File: config.mk
export PLATFORM = sky130hd
export DESIGN_NAME = hsv_to_rgb_convert
export DESIGN_NICKNAME = d
export VERILOG_FILES = /design/src/rtl/core/hsv_pkg.sv /design/src/rtl/core/hsv_hue_split.sv /design/src/rtl/core/hsv_to_rgb_convert.sv
export SDC_FILE = /design/constraint.sdc
export NUM_CORES = 2
export LEC_CHECK = 0
export ABC_AREA = 0
export BUFFER_PORTS_ARGS = -buffer_cell sky130_fd_sc_hd__buf_2
export CAP_MARGIN = 20
export CORE_MARGIN = 4
export CORE_UTILIZATION = 60
export DETAILED_ROUTE_END_ITERATION = 10
export GPL_TIMING_DRIVEN = 0
export HOLD_SLACK_MARGIN = 0.05
export MAX_ROUTING_LAYER = met4
export PLACE_DENSITY = 0.79
export SYNTH_ARGS = -nofsm -noshare
export SYNTH_HDL_FRONTEND = slang
export SYNTH_SLANG_ARGS = --single-unit
export TNS_END_PERCENT = 10
File: constraint.sdc
create_clock -name clk -period 9.6 [get_ports clk]
set_clock_uncertainty 0.2 [all_clocks]
set_input_delay 1.92 -clock clk [delete_from_list [all_inputs] [get_ports clk]]
set_output_delay 1.92 -clock clk [all_outputs]
set_load 0.02 [all_outputs]
File: src/rtl/core/hsv_pkg.sv
// Shared types, constants and helpers for the HSV to RGB converter.
// No dependencies.
package hsv_pkg;

    localparam int FRAC_BITS_DEFAULT = 16;

    localparam int HUE_W = 16;
    localparam int SV_W  = 17;
    localparam int CH_W  = 8;

    // Hue in 1/16 degree: one turn and one sector
    localparam int HUE_TURN   = 5760;
    localparam int HUE_SECTOR = 960;
    localparam int SECTORS    = 6;

    localparam logic [SV_W-1:0] ONE_Q16 = 17'd65536;

    typedef enum logic [2:0] {
        SEC_RED_YEL,
        SEC_YEL_GRN,
        SEC_GRN_CYN,
        SEC_CYN_BLU,
        SEC_BLU_MAG,
        SEC_MAG_RED
    } sector_t;

    // 1 - x in Q1.16, floored at zero
    function automatic logic [SV_W-1:0] one_minus(input logic [SV_W-1:0] x);
        logic [SV_W-1:0] res;
        res = (x >= ONE_Q16) ? '0 : (ONE_Q16 - x);
        return res;
    endfunction

    // floor(prod * 255 / 2^32), clamped at 255; prod is Q2.32
    function automatic logic [CH_W-1:0] to_channel(input logic [2*SV_W-1:0] prod);
        logic [2*SV_W+7:0] scaled;
        logic [9:0]        whole;
        scaled = {prod, 8'b0} - {8'b0, prod};
        whole  = scaled[2*SV_W+7:32];
        return (whole > 10'd255) ? 8'd255 : whole[7:0];
    endfunction

endpackage

File: src/rtl/core/hsv_hue_split.sv
// Hue front end: |hue| mod 360 degrees, sector select and fraction within the sector.
// Four register stages with a collapsing ready chain. Depends on hsv_pkg.
module hsv_hue_split #(
    parameter int FRAC_BITS = hsv_pkg::FRAC_BITS_DEFAULT
) (
    input  logic                          clk,
    input  logic                          rst_n,
    input  logic                          in_valid,
    output logic                          in_ready,
    input  logic signed [hsv_pkg::HUE_W-1:0] hue,
    input  logic [hsv_pkg::SV_W-1:0]      sat,
    input  logic [hsv_pkg::SV_W-1:0]      val,
    output logic                          out_valid,
    input  logic                          out_ready,
    output hsv_pkg::sector_t              sector,
    output logic [FRAC_BITS-1:0]          frac,
    output logic [hsv_pkg::SV_W-1:0]      sat_out,
    output logic [hsv_pkg::SV_W-1:0]      val_out
);

    // rem / 960 = (rem << (FRAC_BITS-6)) / 15 done by reciprocal multiply
    localparam int NUM_W  = FRAC_BITS + 4;
    localparam int SHIFT  = NUM_W + 4;
    localparam int RCP_W  = SHIFT - 3;
    localparam int PROD_W = NUM_W + RCP_W;
    localparam logic [RCP_W-1:0] RECIP = RCP_W'((64'd1 << SHIFT) / 64'd15);

    logic vld1_reg, vld2_reg, vld3_reg, vld4_reg;
    logic en1, en2, en3, en4;

    logic [hsv_pkg::SV_W-1:0] sat_reg [1:4];
    logic [hsv_pkg::SV_W-1:0] val_reg [1:4];

    logic [12:0]          red1_reg, red1_next;
    hsv_pkg::sector_t     sec2_reg, sec2_next, sec3_reg, sec4_reg;
    logic [9:0]           rem2_reg, rem2_next, rem3_reg;
    logic [PROD_W-1:0]    prod3_reg, prod3_next;
    logic [FRAC_BITS-1:0] frac4_reg, frac4_next;

    logic [15:0]          mag;
    logic [15:0]          turn_off;
    logic [12:0]          sec_off;
    logic [NUM_W-1:0]     num3;
    logic [FRAC_BITS-1:0] quo;
    logic [NUM_W-1:0]     resid;
    logic                 bump;
    logic [NUM_W-1:0]     resid_fixed;

    assign en4      = !vld4_reg || out_ready;
    assign en3      = !vld3_reg || en4;
    assign en2      = !vld2_reg || en3;
    assign en1      = !vld1_reg || en2;
    assign in_ready = en1;

    // stage 1: magnitude and turn reduction
    always_comb
    begin
        mag      = hue[15] ? (~hue + 16'd1) : hue;
        turn_off = '0;
        for (int k = 1; k < 6; k++)
        begin
            if (mag >= 16'(k * hsv_pkg::HUE_TURN))
            begin
                turn_off = 16'(k * hsv_pkg::HUE_TURN);
            end
        end
        red1_next = 13'(mag - turn_off);
    end

    // stage 2: sector and remainder
    always_comb
    begin
        sec2_next = hsv_pkg::SEC_RED_YEL;
        sec_off   = '0;
        for (int k = 1; k < hsv_pkg::SECTORS; k++)
        begin
            if (red1_reg >= 13'(k * hsv_pkg::HUE_SECTOR))
            begin
                sec2_next = hsv_pkg::sector_t'(3'(k));
                sec_off   = 13'(k * hsv_pkg::HUE_SECTOR);
            end
        end
        rem2_next = 10'(red1_reg - sec_off);
    end

    // stage 3: reciprocal product
    assign prod3_next = PROD_W'({rem2_reg, {(FRAC_BITS-6){1'b0}}}) * PROD_W'(RECIP);

    // stage 4: estimate is low by at most one, fix with one compare
    always_comb
    begin
        num3        = {rem3_reg, {(FRAC_BITS-6){1'b0}}};
        quo         = prod3_reg[SHIFT+FRAC_BITS-1:SHIFT];
        resid       = num3 - ({quo, 4'b0} - {4'b0, quo});
        bump        = resid >= NUM_W'(15);
        resid_fixed = bump ? (resid - NUM_W'(15)) : resid;
        frac4_next  = quo + FRAC_BITS'(bump);
    end

    always_ff @(posedge clk or negedge rst_n)
    begin
        if (!rst_n)
        begin
            vld1_reg <= 1'b0;
            vld2_reg <= 1'b0;
            vld3_reg <= 1'b0;
            vld4_reg <= 1'b0;
        end
        else
        begin
            if (en1) vld1_reg <= in_valid;
            if (en2) vld2_reg <= vld1_reg;
            if (en3) vld3_reg <= vld2_reg;
            if (en4) vld4_reg <= vld3_reg;
        end
    end

    always_ff @(posedge clk)
    begin
        if (en1)
        begin
            red1_reg   <= red1_next;
            sat_reg[1] <= sat;
            val_reg[1] <= val;
        end
        if (en2)
        begin
            sec2_reg   <= sec2_next;
            rem2_reg   <= rem2_next;
            sat_reg[2] <= sat_reg[1];
            val_reg[2] <= val_reg[1];
        end
        if (en3)
        begin
            sec3_reg   <= sec2_reg;
            rem3_reg   <= rem2_reg;
            prod3_reg  <= prod3_next;
            sat_reg[3] <= sat_reg[2];
            val_reg[3] <= val_reg[2];
        end
        if (en4)
        begin
            sec4_reg   <= sec3_reg;
            frac4_reg  <= frac4_next;
            sat_reg[4] <= sat_reg[3];
            val_reg[4] <= val_reg[3];
        end
    end

    assign out_valid = vld4_reg;
    assign sector    = sec4_reg;
    assign frac      = frac4_reg;
    assign sat_out   = sat_reg[4];
    assign val_out   = val_reg[4];

`ifndef NO_ASSERTIONS
    a_turn_reduced: assert property (@(posedge clk) disable iff (!rst_n)
        vld1_reg |-> red1_reg < 13'(hsv_pkg::HUE_TURN))
        else $error("hue not reduced below one turn");

    a_rem_in_sector: assert property (@(posedge clk) disable iff (!rst_n)
        vld2_reg |-> rem2_reg < 10'(hsv_pkg::HUE_SECTOR))
        else $error("sector remainder out of range");

    a_recip_exact: assert property (@(posedge clk) disable iff (!rst_n)
        vld3_reg |-> resid_fixed < NUM_W'(15))
        else $error("reciprocal quotient off by more than one");
`endif

endmodule

File: src/rtl/core/hsv_to_rgb_convert.sv
// HSV to RGB converter: 8-stage pipeline, one pixel per clock while m_tready is high.
// Stages 1 to 4 are in hsv_hue_split, stages 5 to 8 are here.
// Throughput: one transfer per cycle unless m_tready stalls; a stall halts only the stages behind a full
// stage, so internal bubbles are squeezed out and nothing is dropped or repeated.
// Reset (rst_n low, async) clears every stage valid bit; payload is not reset.
// Depends on hsv_pkg and hsv_hue_split.
module hsv_to_rgb_convert #(
    parameter int FRAC_BITS = hsv_pkg::FRAC_BITS_DEFAULT
) (
    input  logic        clk,
    input  logic        rst_n,
    input  logic        s_tvalid,
    output logic        s_tready,
    // hue_sixteenths[15:0], saturation[32:16], brightness[49:33], zero pad[55:50]
    input  logic [55:0] s_tdata,
    output logic        m_tvalid,
    input  logic        m_tready,
    // red[7:0], green[15:8], blue[23:16]
    output logic [23:0] m_tdata
);

    localparam int SVW = hsv_pkg::SV_W;

    logic                 hs_valid;
    logic                 hs_ready;
    hsv_pkg::sector_t     hs_sector;
    logic [FRAC_BITS-1:0] hs_frac;
    logic [SVW-1:0]       hs_sat;
    logic [SVW-1:0]       hs_val;

    hsv_hue_split #(
        .FRAC_BITS (FRAC_BITS)
    ) u_hue_split (
        .clk       (clk),
        .rst_n     (rst_n),
        .in_valid  (s_tvalid),
        .in_ready  (s_tready),
        .hue       (s_tdata[15:0]),
        .sat       (s_tdata[32:16]),
        .val       (s_tdata[49:33]),
        .out_valid (hs_valid),
        .out_ready (hs_ready),
        .sector    (hs_sector),
        .frac      (hs_frac),
        .sat_out   (hs_sat),
        .val_out   (hs_val)
    );

    logic vld5_reg, vld6_reg, vld7_reg, vld8_reg;
    logic en5, en6, en7, en8;

    hsv_pkg::sector_t      sec5_reg, sec6_reg, sec7_reg, out_sec;
    logic [SVW-1:0]        val5_reg, val6_reg, val7_reg;
    logic [SVW+FRAC_BITS-1:0] sf5_reg;
    logic [SVW+FRAC_BITS:0]   sfc5_reg;
    logic [SVW-1:0]        pf5_reg, pf6_reg, qf6_reg, tf6_reg;
    logic [2*SVW-1:0]      pp7_reg, qp7_reg, tp7_reg;
    logic [7:0]            red_reg, green_reg, blue_reg;
    logic [7:0]            red_next, green_next, blue_next;
    logic [7:0]            vc, pc, qc, tc;
    logic [FRAC_BITS:0]    frac_comp;

    assign en8      = !vld8_reg || m_tready;
    assign en7      = !vld7_reg || en8;
    assign en6      = !vld6_reg || en7;
    assign en5      = !vld5_reg || en6;
    assign hs_ready = en5;

    assign frac_comp = {1'b1, {FRAC_BITS{1'b0}}} - {1'b0, hs_frac};

    always_comb
    begin
        out_sec = sec7_reg;
        vc = hsv_pkg::to_channel({1'b0, val7_reg, 16'b0});
        pc = hsv_pkg::to_channel(pp7_reg);
        qc = hsv_pkg::to_channel(qp7_reg);
        tc = hsv_pkg::to_channel(tp7_reg);
        case (out_sec)
            hsv_pkg::SEC_RED_YEL:
            begin
                red_next = vc; green_next = tc; blue_next = pc;
            end
            hsv_pkg::SEC_YEL_GRN:
            begin
                red_next = qc; green_next = vc; blue_next = pc;
            end
            hsv_pkg::SEC_GRN_CYN:
            begin
                red_next = pc; green_next = vc; blue_next = tc;
            end
            hsv_pkg::SEC_CYN_BLU:
            begin
                red_next = pc; green_next = qc; blue_next = vc;
            end
            hsv_pkg::SEC_BLU_MAG:
            begin
                red_next = tc; green_next = pc; blue_next = vc;
            end
            default:
            begin
                red_next = vc; green_next = pc; blue_next = qc;
            end
        endcase
    end

    always_ff @(posedge clk or negedge rst_n)
    begin
        if (!rst_n)
        begin
            vld5_reg <= 1'b0;
            vld6_reg <= 1'b0;
            vld7_reg <= 1'b0;
            vld8_reg <= 1'b0;
        end
        else
        begin
            if (en5) vld5_reg <= hs_valid;
            if (en6) vld6_reg <= vld5_reg;
            if (en7) vld7_reg <= vld6_reg;
            if (en8) vld8_reg <= vld7_reg;
        end
    end

    always_ff @(posedge clk)
    begin
        // S*f, S*(1-f) and 1 - S
        if (en5)
        begin
            sec5_reg <= hs_sector;
            val5_reg <= hs_val;
            sf5_reg  <= (SVW+FRAC_BITS)'(hs_sat) * (SVW+FRAC_BITS)'(hs_frac);
            sfc5_reg <= (SVW+FRAC_BITS+1)'(hs_sat) * (SVW+FRAC_BITS+1)'(frac_comp);
            pf5_reg  <= hsv_pkg::one_minus(hs_sat);
        end
        // truncate to Q1.16 and form the (1 - x) factors
        if (en6)
        begin
            sec6_reg <= sec5_reg;
            val6_reg <= val5_reg;
            pf6_reg  <= pf5_reg;
            qf6_reg  <= hsv_pkg::one_minus(sf5_reg[FRAC_BITS+SVW-1:FRAC_BITS]);
            tf6_reg  <= hsv_pkg::one_minus(sfc5_reg[FRAC_BITS+SVW-1:FRAC_BITS]);
        end
        // V times each factor, Q2.32
        if (en7)
        begin
            sec7_reg <= sec6_reg;
            val7_reg <= val6_reg;
            pp7_reg  <= (2*SVW)'(val6_reg) * (2*SVW)'(pf6_reg);
            qp7_reg  <= (2*SVW)'(val6_reg) * (2*SVW)'(qf6_reg);
            tp7_reg  <= (2*SVW)'(val6_reg) * (2*SVW)'(tf6_reg);
        end
        if (en8)
        begin
            red_reg   <= red_next;
            green_reg <= green_next;
            blue_reg  <= blue_next;
        end
    end

    assign m_tvalid = vld8_reg;
    assign m_tdata  = {blue_reg, green_reg, red_reg};

`ifndef NO_ASSERTIONS
    a_factor_range: assert property (@(posedge clk) disable iff (!rst_n)
        vld6_reg |-> (pf6_reg <= hsv_pkg::ONE_Q16) && (qf6_reg <= hsv_pkg::ONE_Q16)
                     && (tf6_reg <= hsv_pkg::ONE_Q16))
        else $error("channel factor above 1.0");

    a_stall_holds: assert property (@(posedge clk) disable iff (!rst_n)
        (vld7_reg && !en7) |=> (vld7_reg && $stable(pp7_reg) && $stable(sec7_reg)))
        else $error("stalled stage lost or changed its pixel");

    a_drain: assert property (@(posedge clk) disable iff (!rst_n)
        (m_tvalid && m_tready && !vld7_reg) |=> !m_tvalid)
        else $error("output valid without a pixel behind it");
`endif

endmodule

==> results.ini <==
[route]
drt_iter0_markers=4565
avgViaCountPerCell=5.776
drc=0
num_vias=51898
wirelength_um=197800
antenna_left=0
detail_route.wl_per_cell_um=22.01
drt_pass1_iterations=8

[cts]
clockBufferDepth=3
cts_setup_buffers=0
hold_buffers=0
h-tree-depth=2
cts_buffers=54
cts-root-buf=clkbuf_16
cts_sinks=506
insertion_delay_ns=0.70
tritoncts=built
clkTransAtPathRegs_ns=0.06

[critical_path]
crit_type=register to register
slowest_delay_ns=0.65
crit_fanout=10
cp_common_cell=fa_1
critPathCaptureType=register
critPathSlowestCell=or4_1
worstSetupStartpointType=register
worstPathArrival_ns=9.40
worst_ep_required_time_ns=9.81

[place]
place_hpwl_um=161000
portBuffers=77
gp_congestion=1.014
dp_cells=8874

[logic_synthesis]
synthArstFlopShare=0.01581
synth_top_cell_by_area=fa_1
synthFlopType=edfxtp_1
synth_cells=7265
synth_common_cells=inv_1 (1519), fa_1 (1112), nand2_1 (1071)
synth_nets=9129
ys_warn_count=0
yosys-top-cells-area=fa_1 (32%), edfxtp_1 (21%), ha_1 (12%)
netlist_area_sq_mm=0.07019
ys_types=87
synth_top_area_share=0.3172
avgSynthCellArea_sq_um=9.661
yosysSeqAreaShare=0.2159
synth-edff-count=498
ys_ff_latch=506
yosysMostFrequentCell=inv_1

[grt]
first_global_vias=54172
overflow=0
grt_start_max_net_pins=72
grt_pass1_wl_um=309000
grt_use_total=0.3417
antenna_found_initial=7

[hold_path]
min_path_type=register to register

[sta]
slew_viol_final=0
finalCriticalPeriod_ns=9.192
fin_crit_sh=0.9575
hold_viol=0
slew-limit-headroom=0.1531
final-setup-viol-count=0
max_freq_ghz=0.1088
worst_slew_pin_slew_ns=1.270

[run_status]
status=complete, no violations

[die]
start_util=0.6040
core_area_sq_mm=0.1162
die_h_um=350.0
num_rows=125
pin_count=86
fp.dieW_um=350.0
die-area_sq_mm=0.1225

[final_layout]
filler_cell_count=9425
area_growth_pct=6.494
post-route-util=0.6432
layoutNonFillerInstCount=8985
nNetsFinal=9271
multi_input_area_sq_mm=0.04835
ff_latch_area_sq_mm=0.01515
drive_gt1_frac=0.03208

[flow_run]
maxCapViolations=0

## critical path, delay by kind of cell (launching register included)
kind                     cells  cell delay, ns
XOR/XNOR                     2            0.47
adder cells (fa/ha/maj)      7            3.24
AND/OR/NAND/NOR              5            1.75
buffers and inverters        5            0.85
AO/OA/AOI/OAI                9            2.07
flip-flops                   1            0.35
## routing by layer
metal,part of all wire,track usage,up-vias
met1,0.38,0.4264,25771
li1,-,-,23079
met5,0,-,-
met2,0.45,0.5261,2396
met3,0.093,0.06713,652
met4,0.074,0.1932,0
## timing repair
action	4_1_cts	5_1_grt
pin swaps	0	0
setup endpoints to repair	4	10
gates resized for setup	6	24
## final timing paths
check,depth (start not counted),startpoint,endpoint,slack (ns)
worst max register to register,28,u_hue_split.frac[5],sfc5_reg[32],0.41
worst min register to register,0,u_hue_split.sat_reg[0][40],u_hue_split.sat_reg[0][57],0.19
max in group asynchronous,1,rst_n,u_hue_split.vld3_reg,8.14
worst min-delay path,0,u_hue_split.sat_reg[0][40],u_hue_split.sat_reg[0][57],0.19
worst max-delay path,28,u_hue_split.frac[5],sfc5_reg[32],0.41
min in group asynchronous,1,rst_n,m_tvalid,0.86
## final cells by class
class / count / share of cell area
antenna: 10 / 0.0003348
buffer: 304 / 0.01540
clock buffer: 59 / 0.01833
clock inverter: 41 / 0.007248
inverter: 1520 / 0.07637
multi-input combinational: 4935 / 0.6468
sequential: 506 / 0.2027
tap: 1524 / 0.02551
timing repair buffer: 86 / 0.007248
## cells by family after synthesis
kind of cell | Yosys count | synth area share
and+or+nand+nor | 2160 | 0.1456
DFF | 506 | 0.2159
muxes | 6 | 0.0008913
adders and majority gates | 1805 | 0.4407
AOI/OAI and AO/OA | 720 | 0.06897
xor gates and xnor gates | 244 | 0.03045
buffers and inverters | 1824 | 0.09755
## per-stage QoR
stage	setup slack [ns]	hold slack (ns)	cell area, sq um	TNS (ns)
detailed placement	-0.1767	0.2045	72680	-0.2242
finish	0.4077	0.1901	74750	0
floorplan	0.6066	0.2003	70190	0
CTS	0.005634	0.1874	74630	0
global placement	-2.427	0.2003	72480	-40.50
global route	-0.02081	0.1967	74740	-0.02081
## cells in the final DEF (no fill, tap or decap), types with 117 or more instances in the layout
cell / count
a21o_1: 117
a21oi_1: 184
and2_1: 494
clkbuf_1: 285
edfxtp_1: 498
fa_1: 1112
ha_1: 692
inv_1: 1518
nand2_1: 1068
nor2_1: 217
xnor2_1: 167
Power is left out: the tool's default activity adds up to more than one toggle a clock period on the data nets, which glitch-free logic cannot reach.
